**src/rtl/core/ffha_pkg.sv**
```systemverilog
// Shared types and codes of the first-fit heap allocator.
package ffha_pkg;

    localparam int C_XW = 17;

    localparam logic [1:0] OP_ALLOC   = 2'd0;
    localparam logic [1:0] OP_FREE    = 2'd1;
    localparam logic [1:0] OP_CALLOC  = 2'd2;
    localparam logic [1:0] OP_REALLOC = 2'd3;

    localparam logic [1:0] ST_DONE  = 2'd0;
    localparam logic [1:0] ST_NOFIT = 2'd1;
    localparam logic [1:0] ST_ZERO  = 2'd2;

    typedef enum logic [4:0] {
        C_NOP,
        C_INIT,
        C_LOAD,
        C_MUL,
        C_RD_IDX,
        C_RD_IDX1,
        C_RD_IDXM1,
        C_NEXT,
        C_IDX0,
        C_FOUND,
        C_ALLOC_SPLIT,
        C_ALLOC_WHOLE,
        C_RD_KM1,
        C_SHIFT_UP,
        C_INS_PUT,
        C_RD_K1,
        C_SHIFT_DN,
        C_DEC,
        C_SETFREE,
        C_MERGE_FWD,
        C_MERGE_BWD,
        C_WR_CUR,
        C_SHRINK,
        C_SET_RADDR,
        C_GROW_SPLIT,
        C_GROW_ALL,
        C_MV_MARK,
        C_ST_NOFIT,
        C_ST_ZERO,
        C_EMIT
    } t_cmd;

    typedef struct packed {
        logic [1:0] op;
        logic       baddr_zero;
        logic       size_zero;
        logic       calloc_zero;
        logic       idx_lt_total;
        logic       idx1_lt_total;
        logic       idx_zero;
        logic       k_gt_ins;
        logic       k1_lt_total;
        logic       rd_match;
        logic       rd_free;
        logic       fit_split;
        logic       fit;
        logic       shrink;
        logic       shrink_split;
        logic       grow_ok;
        logic       grow_split;
        logic       out_free;
    } t_stat;

endpackage

```
**src/rtl/core/ffha_ctrl.sv**
```systemverilog
// Sequencer for scans, table shifts and merges of the allocator.
module ffha_ctrl (
    input  logic          i_clk,
    input  logic          i_rst_n,
    input  logic          i_valid,
    input  ffha_pkg::t_stat i_stat,
    output ffha_pkg::t_cmd  o_cmd,
    output logic          o_stall
);
    import ffha_pkg::*;

    typedef enum logic [4:0] {
        S_INIT, S_IDLE, S_DISPATCH,
        S_A_RD, S_A_CHK, S_A_DONE,
        S_F_RD, S_F_CHK, S_F_HIT, S_G_CHK,
        S_R_SET, S_R_FWD, S_R_FCHK, S_R_BWD, S_R_BCHK, S_WR_CUR,
        S_INS_RD, S_INS_WR, S_RM_RD, S_RM_WR,
        S_FINISH
    } t_state;

    t_state r_state, n_state, r_ret, n_ret;
    logic   r_move, n_move;
    t_cmd   cmd;

    always_comb begin
        n_state = r_state;
        n_ret   = r_ret;
        n_move  = r_move;
        cmd     = C_NOP;
        unique case (r_state)
            S_INIT: begin
                cmd     = C_INIT;
                n_state = S_IDLE;
            end
            S_IDLE: begin
                if (i_valid) begin
                    cmd     = C_LOAD;
                    n_move  = 1'b0;
                    n_state = S_DISPATCH;
                end
            end
            S_DISPATCH: begin
                unique case (i_stat.op)
                    OP_ALLOC: n_state = S_A_RD;
                    OP_FREE:  n_state = i_stat.baddr_zero ? S_FINISH : S_F_RD;
                    OP_CALLOC: begin
                        if (i_stat.calloc_zero) begin
                            cmd     = C_ST_ZERO;
                            n_state = S_FINISH;
                        end else begin
                            cmd     = C_MUL;
                            n_state = S_A_RD;
                        end
                    end
                    default: n_state = i_stat.baddr_zero ? S_A_RD : S_F_RD;
                endcase
            end
            S_A_RD: begin
                if (i_stat.idx_lt_total) begin
                    cmd     = C_RD_IDX;
                    n_state = S_A_CHK;
                end else begin
                    cmd     = C_ST_NOFIT;
                    n_state = S_FINISH;
                end
            end
            S_A_CHK: begin
                priority if (i_stat.fit_split) begin
                    cmd     = C_ALLOC_SPLIT;
                    n_ret   = S_A_DONE;
                    n_state = S_INS_RD;
                end else if (i_stat.fit) begin
                    cmd     = C_ALLOC_WHOLE;
                    n_state = S_A_DONE;
                end else begin
                    cmd     = C_NEXT;
                    n_state = S_A_RD;
                end
            end
            S_A_DONE: begin
                if (r_move) begin
                    cmd     = C_MV_MARK;
                    n_state = S_F_RD;
                end else begin
                    n_state = S_FINISH;
                end
            end
            S_F_RD: begin
                if (i_stat.idx_lt_total) begin
                    cmd     = C_RD_IDX;
                    n_state = S_F_CHK;
                end else begin
                    if (i_stat.op == OP_REALLOC) begin
                        cmd = C_ST_NOFIT;
                    end
                    n_state = S_FINISH;
                end
            end
            S_F_CHK: begin
                if (i_stat.rd_match) begin
                    cmd     = C_FOUND;
                    n_state = S_F_HIT;
                end else begin
                    cmd     = C_NEXT;
                    n_state = S_F_RD;
                end
            end
            S_F_HIT: begin
                priority if (r_move || i_stat.op == OP_FREE || i_stat.size_zero) begin
                    n_state = S_R_SET;
                end else if (i_stat.shrink) begin
                    if (i_stat.shrink_split) begin
                        cmd     = C_SHRINK;
                        n_ret   = S_FINISH;
                        n_state = S_INS_RD;
                    end else begin
                        cmd     = C_SET_RADDR;
                        n_state = S_FINISH;
                    end
                end else if (i_stat.idx1_lt_total) begin
                    cmd     = C_RD_IDX1;
                    n_state = S_G_CHK;
                end else begin
                    cmd     = C_IDX0;
                    n_move  = 1'b1;
                    n_state = S_A_RD;
                end
            end
            S_G_CHK: begin
                priority if (i_stat.grow_ok && i_stat.grow_split) begin
                    cmd     = C_GROW_SPLIT;
                    n_state = S_WR_CUR;
                end else if (i_stat.grow_ok) begin
                    cmd     = C_GROW_ALL;
                    n_ret   = S_WR_CUR;
                    n_state = S_RM_RD;
                end else begin
                    cmd     = C_IDX0;
                    n_move  = 1'b1;
                    n_state = S_A_RD;
                end
            end
            S_R_SET: begin
                cmd     = C_SETFREE;
                n_state = S_R_FWD;
            end
            S_R_FWD: begin
                if (i_stat.idx1_lt_total) begin
                    cmd     = C_RD_IDX1;
                    n_state = S_R_FCHK;
                end else begin
                    n_state = S_R_BWD;
                end
            end
            S_R_FCHK: begin
                if (i_stat.rd_free) begin
                    cmd     = C_MERGE_FWD;
                    n_ret   = S_R_FWD;
                    n_state = S_RM_RD;
                end else begin
                    n_state = S_R_BWD;
                end
            end
            S_R_BWD: begin
                if (!i_stat.idx_zero) begin
                    cmd     = C_RD_IDXM1;
                    n_state = S_R_BCHK;
                end else begin
                    n_state = S_WR_CUR;
                end
            end
            S_R_BCHK: begin
                if (i_stat.rd_free) begin
                    cmd     = C_MERGE_BWD;
                    n_ret   = S_R_BWD;
                    n_state = S_RM_RD;
                end else begin
                    n_state = S_WR_CUR;
                end
            end
            S_WR_CUR: begin
                cmd     = C_WR_CUR;
                n_state = S_FINISH;
            end
            S_INS_RD: begin
                if (i_stat.k_gt_ins) begin
                    cmd     = C_RD_KM1;
                    n_state = S_INS_WR;
                end else begin
                    cmd     = C_INS_PUT;
                    n_state = r_ret;
                end
            end
            S_INS_WR: begin
                cmd     = C_SHIFT_UP;
                n_state = S_INS_RD;
            end
            S_RM_RD: begin
                if (i_stat.k1_lt_total) begin
                    cmd     = C_RD_K1;
                    n_state = S_RM_WR;
                end else begin
                    cmd     = C_DEC;
                    n_state = r_ret;
                end
            end
            S_RM_WR: begin
                cmd     = C_SHIFT_DN;
                n_state = S_RM_RD;
            end
            S_FINISH: begin
                if (i_stat.out_free) begin
                    cmd     = C_EMIT;
                    n_state = S_IDLE;
                end
            end
            default: n_state = S_INIT;
        endcase
    end

    always_ff @(posedge i_clk) begin
        if (!i_rst_n) begin
            r_state <= S_INIT;
            r_ret   <= S_FINISH;
            r_move  <= 1'b0;
        end else begin
            r_state <= n_state;
            r_ret   <= n_ret;
            r_move  <= n_move;
        end
    end

    assign o_cmd   = cmd;
    assign o_stall = (r_state != S_IDLE);
endmodule

```
**config.mk**
```make
export PLATFORM = sky130hd
export DESIGN_NAME = ffha_ctrl
export DESIGN_NICKNAME = d
export VERILOG_FILES = /design/src/rtl/core/ffha_pkg.sv /design/src/rtl/core/ffha_ctrl.sv
export SDC_FILE = /design/constraint.sdc
export NUM_CORES = 1
export LEC_CHECK = 0
export ABC_AREA = 1
export ABC_CLOCK_PERIOD_IN_PS = 1830
export BUFFER_PORTS_ARGS = -buffer_cell sky130_fd_sc_hd__buf_2
export CORE_ASPECT_RATIO = 2
export CORE_MARGIN = 2
export CORE_UTILIZATION = 50
export CTS_BUF_LIST = sky130_fd_sc_hd__clkbuf_2
export DETAILED_ROUTE_END_ITERATION = 8
export GPL_ROUTABILITY_DRIVEN = 1
export GPL_TIMING_DRIVEN = 0
export PLACE_DENSITY = 0.75
export SLEW_MARGIN = 20
export SYNTH_ARGS = -nofsm -noshare
export SYNTH_HDL_FRONTEND = slang
export SYNTH_SLANG_ARGS = --single-unit
```
**constraint.sdc**
```tcl
create_clock -name i_clk -period 1.83 [get_ports i_clk]
set_clock_uncertainty 0.05 [all_clocks]
set_input_delay 0.2745 -clock i_clk [delete_from_list [all_inputs] [get_ports i_clk]]
set_output_delay 0.2745 -clock i_clk [all_outputs]
set_load 0.05 [all_outputs]
```
---- After elaboration in Yosys (flattened, before gate mapping) ----
Cells that the tools add are included.
word-level totals
  register bits ........................... 11
  bits of input ports ..................... 22
  output and inout port bits .............. 6
cells by class
  reductions and logical operators ........ 10
  muxes and demuxes ....................... 65
  equal/unequal tests ..................... 37
operators by type and width
  operator            number
  $pmux 5 s21         2
  $mux 5              38
  $eq 5x4->1 const B  8
  $ne 2x2->1 const B  13
  $eq 5x5->1 const B  5
  $pmux 5 s5          1
  $mux 4              6
  $eq 5x3->1 const B  4
  $mux 3              5
  $pmux 5 s3          1
  $eq 5x2->1 const B  2
  $mux 1              9
  $reduce_and 9->1    1
  $reduce_and 7->1    1
  $eq 5x1->1 const B  1
  $logic_not 5->1     1
  $ne 5x1->1 const B  1
  $reduce_bool 5->1   1
  $eq 2x2->1 const B  2
  $mux 2              2
  $pmux 1 s3          1
  $reduce_bool 3->1   1
  $eq 2x1->1 const B  1
  $logic_not 2->1     1
  other kinds (3)     4

---- Logic depth before layout (Yosys ltp) ----
Gate-level depths: netlist (run 1).
  depth in word-level cells ............... 5
  mapped depth ............................ 11

---- Least setup slack after synthesis (run 1) ----
No wires, ideal clock.
  kind .................................... reg2out
  start point ............................. reg r_state[2]
  end point ............................... out o_cmd[1]
  cell stages (with the launch flop) ...... 8
  setup slack ............................. -0.065 ns
  arrival ................................. 1.570 ns
  cell sequence ........................... dfxtp_1 -> nor2_4 -> nand2_1 -> nor2_2 -> nand2_1 -> o21ai_0 -> nor3b_1 -> nand4_1
on the way
  cells in the longest elaborated chain, start to end .. 2
ends and longest elaborated chain
  item                                      line              RTL
  from (decl)                               ffha_ctrl.sv:21   t_state r_state, n_state, r_ret, n_ret;
  from (signal assigned)                    ffha_ctrl.sv:227  r_state <= n_state;
  $eq 5x5->1, or another cell as far along  ffha_ctrl.sv:30   unique case (r_state)
  $pmux 5 s21 *                             ffha_ctrl.sv:30
  to (decl)                                 ffha_ctrl.sv:7    output ffha_pkg::t_cmd o_cmd,
Mark *: on every way between the ends. The rest lies on a longest branch, timed or not.

---- Final worst setup path (run 1) ----
  start point ............................. reg r_state[0]
  end point ............................... out o_cmd[2]
Same word-level chain as after synthesis.

==> results.json, run 1 <==
{
  "final.period_utilization_pct": 116,
  "clock_sink_count": 11,
  "floorplan.rows": 27,
  "time_the_worst_path_needs_with_i_o_delays_and_setup_ns": 2.12,
  "power_density_nw_per_um2": 1450,
  "number_of_cells_traversed_by_the_worst_register_to_register_path": 8,
  "global_route.usage.met3_pct": 4.04,
  "total_via_count_after_detailed_routing": 2086,
  "antenna_cells_inserted": 0,
  "maximum_achievable_frequency_mhz": 472,
  "post-synth-top-area-cell": "sky130_fd_sc_hd__nand2_1",
  "critical_path.cell_chain": "nand2_1 -> inv_2 -> nand2_2 -> nor2_4 -> inv_1 -> o211ai_1 -> nor3_2 -> nand3b_1 -> buf_6",
  "grt_overflow": 0,
  "max-vdd-ir-drop_mv": 1.49,
  "critical_path.reg2reg.startpoint": "r_state[2]$_SDFFE_PN0P_",
  "critPathCaptureType": "output port",
  "grt-busiest-layer": "met2",
  "remaining_drc_errors": 0,
  "placement.io_buffers": 27,
  "worstPathRequired_ns": 1.51,
  "worst_hold_path_cells": 2,
  "drt-initial-drc-count": 70,
  "reported_leakage_power_uw": 0.00108,
  "postLayoutCoreUtil_pct": 70.7,
  "cts_htree_levels": 1,
  "gpl.final_weighted_congestion": 1.03,
  "fp.dieArea_um2": 3400,
  "flow.area_growth_from_synthesis_pct": 34.0,
  "first_pass_iters": 5,
  "setup_slack_ns": -0.288,
  "grt_max_degree": 9,
  "fp.dieH_um": 80.5,
  "hpwl_um": 4610,
  "worst_setup_path_start_kind": "flop",
  "unique_cell_type_count_in_the_yosys_netlist": 27,
  "most_frequent_cell_after_synthesis": "sky130_fd_sc_hd__nand2_1",
  "grt_pass1_wl_um": 9400,
  "placedInstanceArea_um2": 1640,
  "first_global_vias": 2029,
  "ys_warn_count": 0,
  "netlist_instances": 279,
  "critical-path-max-stage-delay_ns": 0.41,
  "grt_antenna_before_repair": 0,
  "fin_nets": 346,
  "synth_edf_count": 0,
  "design.core.area_um2": 2770,
  "critical_path_peak_fanout": 5,
  "dp_slack_ns": -0.164,
  "critPathTopFamily": "simple AND/OR/NAND/NOR gates",
  "ctsRootBufferMaster": "sky130_fd_sc_hd__clkbuf_2",
  "vias_per_cell": 5.93,
  "fp.dieW_um": 42.2,
  "area_share_of_the_largest_cell_type_after_synthesis_pct": 21.0,
  "timing.max_slew.rel_slack_pct": 76.1,
  "design.portCount": 28,
  "met1_track_usage_gr_pct": 36.1,
  "critical_path_slowest_stage_cell": "sky130_fd_sc_hd__dfxtp_4",
  "critical_path_buf_inv_count": 3,
  "worst-slew-pin-transition_ns": 0.354,
  "setup_violations": 5,
  "synth_top_cells_by_area": "sky130_fd_sc_hd__nand2_1, sky130_fd_sc_hd__dfxtp_1, sky130_fd_sc_hd__nor2_1, sky130_fd_sc_hd__nand3_1, sky130_fd_sc_hd__inv_1",
  "synthesis.area_per_instance_um2": 5.24,
  "final_hold_viol_count": 0,
  "cts.reportedPaths.clkPinSlew_ns": 0.13,
  "cts_tree": "yes",
  "seq_area_frac_synth_pct": 15.1,
  "regToRegEndpoint": "r_state[1]$_SDFFE_PN0P_",
  "grt_setup_unrepaired": "true",
  "clk_latency_ns": 0.29,
  "met2_usage_pct": 67.8,
  "numCtsBuffers": 3,
  "drt-total-wl_um": 5990,
  "worst-r2r-setup-slack_ns": 0.12,
  "starting_density_of_the_core_pct": 52.8,
  "grtUsageTotal_pct": 36.7,
  "min_to": "r_ret[2]$_SDFFE_PN1P_",
  "num-fill-cells": 268,
  "final_design_area_no_fill_um2": 1960,
  "hold_class": "primary input to flop",
  "drt-wirelength-per-cell_um": 17.0,
  "cp.arrival_ns": 1.79,
  "drive_gt1_share_pct": 32.5,
  "cts_max_path_buffers": 2,
  "outcome": "finished with violations",
  "violations": "negative setup slack",
  "yosys_most_used_dff": "sky130_fd_sc_hd__dfxtp_1",
  "cts_hold_repair.buffers": 0,
  "seqCellArea_um2": 234,
  "postSynthRegisterBits": 11,
  "synthArstFlopShare_pct": 0,
  "worst_hold_slack_ns": 0.188,
  "post_synthesis_cell_area_um2": 1460,
  "hold_start": "i_rst_n",
  "category_of_the_most_critical_setup_path": "flop to output port",
  "syn-num-nets": 301,
  "totalNegativeSetupSlack_ns": -1.34,
  "max_cap_viol_count": 0,
  "antenna_left": 0,
  "post_synth_most_frequent_cells": "sky130_fd_sc_hd__nand2_1, sky130_fd_sc_hd__nor2_1, sky130_fd_sc_hd__inv_1",
  "multi_input_comb_area_um2": 1220,
  "final_number_of_max_transition_violations": 0
}
## layer usage
layer  vias up  part of all wire (%)
met4         0                   8.9
li1        990                     -
met3        51                   6.6
met1       928                    33
met2       117                    51
met5         -                     0
## worst max-delay path by stage
stage	start	depth (start not counted)	to
final	r_state[0]$_SDFFE_PN0P_	9	o_cmd[2]
after global routing	r_state[0]$_SDFFE_PN0P_	9	o_cmd[2]
after CTS	r_state[3]$_SDFFE_PN0P_	8	o_cmd[1]
after detailed placement	r_state[1]$_SDFFE_PN0P_	9	o_cmd[1]
after global placement	r_state[1]$_SDFFE_PN0P_	9	o_cmd[1]
after floorplan	r_state[3]$_SDFFE_PN0P_	7	o_cmd[1]
## kinds of logic (layout without fill, tap and decap cells)
kind of cell,Yosys count,in the layout,share of synthesized area (%)
simple gates,197,197,62.0
buf+inv,43,87,11.3
compound gates,28,28,11.6
flops,11,11,15.1
## registers in the layout (all words and copies together), names as in the netlist
register and count:
r_move 1, r_ret 5, r_state 5
## final cells by class
class | count | share of cell area (%)
inverters | 42 | 8.43
plain buffers | 1 | 0.766
well taps | 29 | 1.85
multi-input cells | 225 | 62.5
clock buffers | 4 | 1.02
repair buffers | 40 | 13.5
flip-flops and latches | 11 | 11.9
## worst reg2reg max path, delay by kind of cell (launching register included)
kind | cells | cell delay (ns)
buffers and inverters | 1 | 0.16
and+or+nand+nor | 6 | 0.73
AOI/OAI and AO/OA | 1 | 0.31
DFF | 1 | 0.39
## stage by stage
| stage | power [uW] | std cells |
|---|---|---|
| after floorplan | 1650 | 279 |
| after global placement | 2040 | 335 |
| after detailed placement | 2050 | 335 |
| after CTS | 2670 | 347 |
| after global routing | 3000 | 352 |
| final | 2850 | 352 |
## power breakdown
| part | switching [uW] | total [uW] | internal, uW | leakage, uW |
|---|---|---|---|---|
| Clock | 94.3 | 152 | 57.9 | 0.0000166 |
| Combinational | 1480 | 2260 | 781 | 0.000974 |
| Sequential | 98.4 | 436 | 337 | 0.0000926 |
| Total | 1670 | 2850 | 1180 | 0.00108 |
## cells in the final DEF, fill, tap and decap left out, drive strengths merged
cell type  count
a21oi          7
and3           1
buf           41
clkbuf         4
clkinv         1
dfxtp         11
inv           41
nand2         87
nand3         30
nand3b         1
nand4          8
nor2          57
nor3           8
nor3b          1
nor4           1
o2111a         1
o211ai         4
o21ai         13
o21bai         1
o22ai          2
or2            3
## repair_timing
action,in CTS,in global routing
setup endpoints to repair,5,6
gates resized for setup,46,16
pin swaps,12,11
buffers inserted,8,5
Note: power is estimated with default switching activity, not from simulation.
==> run 2: changes to the inputs <==
- CORE_ASPECT_RATIO: 2 -> unset
- CORE_UTILIZATION: 50 -> 58
- GPL_TIMING_DRIVEN: 0 -> unset
- PLACE_DENSITY: 0.75 -> 0.85
==> run 2 against run 1 <==
The run now fails in global routing. Synthesized cell count did not move. Synthesized area did not move.
==> results.json, run 2 <==
{
  "outcome": "aborted with a tool error",
  "flow.stopped_at": "global routing",
  "error_line": "[ERROR DPL-0038] Utilization greater than 100%, impossible to legalize",
  "unique_cell_type_count_in_the_yosys_netlist": 27,
  "netlist_instances": 279,
  "worst-endpoint-pin-kind": "output port",
  "synth_top_cells_by_area": "sky130_fd_sc_hd__nand2_1, sky130_fd_sc_hd__dfxtp_1, sky130_fd_sc_hd__nor2_1, sky130_fd_sc_hd__nand3_1, sky130_fd_sc_hd__inv_1",
  "numCtsBuffers": 3,
  "syn-num-nets": 301,
  "dp_slack_ns": -0.108,
  "starting_density_of_the_core_pct": 60.1,
  "synthArstFlopShare_pct": 0,
  "floorplan.rows": 18,
  "gpl.final_weighted_congestion": 1.14,
  "synth_edf_count": 0,
  "placement.io_buffers": 27,
  "fp.dieH_um": 54.2,
  "design.portCount": 28,
  "area_share_of_the_largest_cell_type_after_synthesis_pct": 21.0,
  "postSynthRegisterBits": 11,
  "yosys_most_used_dff": "sky130_fd_sc_hd__dfxtp_1",
  "clock_sink_count": 11,
  "post-synth-top-area-cell": "sky130_fd_sc_hd__nand2_1",
  "post_synthesis_cell_area_um2": 1460,
  "worstEndpointGrtRepair": "o_cmd[0]",
  "cts_htree_levels": 1,
  "hpwl_um": 4870,
  "most_frequent_cell_after_synthesis": "sky130_fd_sc_hd__nand2_1",
  "synthesis.area_per_instance_um2": 5.24,
  "grt_max_degree": 9,
  "post_synth_most_frequent_cells": "sky130_fd_sc_hd__nand2_1, sky130_fd_sc_hd__nor2_1, sky130_fd_sc_hd__inv_1",
  "cts_max_path_buffers": 2,
  "ctsRootBufferMaster": "sky130_fd_sc_hd__clkbuf_2",
  "ys_warn_count": 0,
  "fp.dieW_um": 54.2,
  "seq_area_frac_synth_pct": 15.1
}
==> run 2: cell counts after synthesis <==
No cell type changed its count.
==> run 2: timing repair <==
action	in CTS
pin swaps	26
hold buffers	0
cloned	0
gates resized for setup	54
buffers inserted	12
setup endpoints to repair	6
==> run 2: stage by stage <==
step | utilization, % | std cells | instance area (um^2) | hold WS, ns
global placement | 81.8 | 383 | 1990 | 0.424
floorplan | - | 279 | 1460 | 0.322
detailed placement | 81.8 | 383 | 1990 | 0.431
CTS | 93.2 | 398 | 2270 | 0.215
==> run 2: cell families after synthesis <==
family	share of synthesized area [%]
simple gates	62.0
flops	15.1
buf+inv	11.3
compound gates	11.6
==> run 3: changes to the inputs <==
- CORE_UTILIZATION: 58 -> 40
- CTS_BUF_LIST: sky130_fd_sc_hd__clkbuf_2 -> unset
- PLACE_DENSITY: 0.85 -> unset
- PLACE_DENSITY_LB_ADDON: unset -> 0.15
==> run 3 against run 2 <==
The flow now finishes, with violations (negative setup slack).
==> results.json, run 3 (synthesis results as in run 1) <==
{
  "clk_latency_ns": 0.27,
  "numCtsBuffers": 3,
  "cts.reportedPaths.clkPinSlew_ns": 0.07,
  "regToRegEndpoint": "r_ret[4]$_SDFFE_PN1P_",
  "power_density_nw_per_um2": 1380,
  "cts_tree": "yes",
  "placement.io_buffers": 27,
  "fp.dieH_um": 64.5,
  "timing.max_slew.rel_slack_pct": 76.4,
  "critical_path_peak_fanout": 5,
  "worst_setup_path_start_kind": "flop",
  "cts_htree_levels": 1,
  "ctsRootBufferMaster": "sky130_fd_sc_hd__clkbuf_4",
  "remaining_drc_errors": 0,
  "cts_max_path_buffers": 2,
  "worst-slew-pin-transition_ns": 0.352,
  "critical_path.reg2reg.startpoint": "r_state[2]$_SDFFE_PN0P_",
  "fp.dieW_um": 64.5,
  "final_number_of_max_transition_violations": 0,
  "first_global_vias": 2016,
  "gpl.final_weighted_congestion": 1.05,
  "time_the_worst_path_needs_with_i_o_delays_and_setup_ns": 2.00,
  "outcome": "finished with violations",
  "maximum_achievable_frequency_mhz": 499,
  "dp_cells": 388,
  "design.core.area_um2": 3420,
  "floorplan.rows": 21,
  "postLayoutCoreUtil_pct": 64.4,
  "total_via_count_after_detailed_routing": 2097,
  "num-fill-cells": 353,
  "totalPowerFinal_uw": 3040,
  "vias_per_cell": 5.32,
  "antenna_cells_inserted": 0,
  "critPathTopFamily": "simple AND/OR/NAND/NOR gates",
  "critical_path_buf_inv_count": 2,
  "worstPathRequired_ns": 1.51,
  "final.period_utilization_pct": 110,
  "cp.arrival_ns": 1.68,
  "critPathCaptureType": "output port",
  "violations": "negative setup slack",
  "grt_antenna_before_repair": 0,
  "critical-path-max-stage-delay_ns": 0.40,
  "drt-initial-drc-count": 201,
  "grtUsageTotal_pct": 30.6,
  "critical_path_slowest_stage_cell": "sky130_fd_sc_hd__dfxtp_4",
  "drive_gt1_share_pct": 37.1,
  "design.portCount": 28,
  "category_of_the_most_critical_setup_path": "flop to output port",
  "setup_violations": 5,
  "setup_slack_ns": -0.174,
  "drt-total-wl_um": 5980,
  "hpwl_um": 4920,
  "max-vdd-ir-drop_mv": 1.07,
  "hold_start": "i_rst_n",
  "layout_common_cells": "sky130_fd_sc_hd__nand2_1, sky130_fd_sc_hd__nor2_1, sky130_fd_sc_hd__buf_4",
  "reported_leakage_power_uw": 0.00122,
  "drt-wirelength-per-cell_um": 15.2,
  "critical_path.cell_chain": "nor2_4 -> buf_6 -> nand4_1 -> nand2_1 -> nor4_1 -> nand2_1 -> buf_6",
  "grt_max_degree": 9,
  "clock_sink_count": 11,
  "layoutNonFillerInstCount": 394,
  "antenna_left": 0,
  "hold_class": "primary input to flop",
  "fin_nets": 371,
  "starting_density_of_the_core_pct": 42.8,
  "min_to": "r_ret[2]$_SDFFE_PN1P_",
  "final_hold_viol_count": 0,
  "grt_setup_unrepaired": "true",
  "largest_registers_ranked_by_flip_flop_count": "r_ret: 5 flops, r_state: 5 flops, r_move: 1 flops",
  "layout_commonest_cell": "sky130_fd_sc_hd__nand2_1",
  "worst_hold_slack_ns": 0.203,
  "flow.area_growth_from_synthesis_pct": 50.5,
  "fp.dieArea_um2": 4160,
  "number_of_cells_traversed_by_the_worst_register_to_register_path": 10,
  "first_pass_iters": 5,
  "grt_overflow": 0,
  "max_cap_viol_count": 0,
  "grt_pass1_wl_um": 9640,
  "worst-r2r-setup-slack_ns": 0.09,
  "worst_hold_path_cells": 2
}
## run 3: where the power goes
part	switching (uW)	leakage, uW	internal, uW	total [uW]
clock	87.8	0.0000150	84.5	172
combinational	1500	0.00111	913	2410
sequential	116	0.0000932	341	457
total	1700	0.00122	1340	3040
## run 3: routing by layer
metal	up-vias	global-route usage, %	part of all wire (%)
met4	0	11.4	4.0
met1	913	40.0	42
met3	22	7.47	9.9
li1	1033	-	-
met2	129	48.7	44
met5	-	0	0
## run 3: repair_timing
item,CTS,global route
endpoints found under the hold margin,0,0
buffers inserted,2,0
hold buffers,0,0
gates resized for setup,50,17
pin swaps,12,4
endpoints found under the setup margin,6,8
## run 3: worst max-delay path by stage
stage	from	endpoint	slack, ns	depth (start not counted)
global route	r_state[3]$_SDFFE_PN0P_	o_cmd[4]	-0.25	7
floorplan	r_state[3]$_SDFFE_PN0P_	o_cmd[1]	0.007	7
CTS	r_state[0]$_SDFFE_PN0P_	o_cmd[1]	-0.15	9
global placement	r_state[0]$_SDFFE_PN0P_	o_cmd[1]	-0.08	9
detailed placement	r_state[0]$_SDFFE_PN0P_	o_cmd[0]	-0.07	9
finish	r_state[1]$_SDFFE_PN0P_	o_cmd[0]	-0.17	7
## run 3: worst register-to-register path, cell delays in order (launching register included)
cell and delay, ns:
sky130_fd_sc_hd__dfxtp_4 0.37, sky130_fd_sc_hd__buf_4 0.14, sky130_fd_sc_hd__nor2_4 0.18, sky130_fd_sc_hd__nand3_4 0.14, sky130_fd_sc_hd__buf_4 0.18, sky130_fd_sc_hd__nor2_1 0.19
sky130_fd_sc_hd__nor2_1 0.11, sky130_fd_sc_hd__nand3_4 0.11, sky130_fd_sc_hd__o21bai_2 0.08, sky130_fd_sc_hd__inv_1 0.05, sky130_fd_sc_hd__nand2_1 0.04
## run 3: final cells by class
class                   instances  area (um^2)  area share, %
flip-flops and latches         11          239           10.9
inverters                      42          163           7.39
well taps                      46         57.6           2.62
clock buffers                   4         26.3           1.19
multi-input cells             225         1230           56.1
repair buffers                 66          482           21.9
## run 3: through the flow
step / cell area, um^2 / setup TNS [ns] / worst slack [ns]
5_1_grt: 2200 / -1.24 / -0.254
6_report: 2200 / -0.808 / -0.174
2_1_floorplan: 1460 / 0 / 0.00705
4_1_cts: 2140 / -0.670 / -0.148
3_3_place_gp: 1940 / -0.233 / -0.0812
3_5_place_dp: 1940 / -0.212 / -0.0687
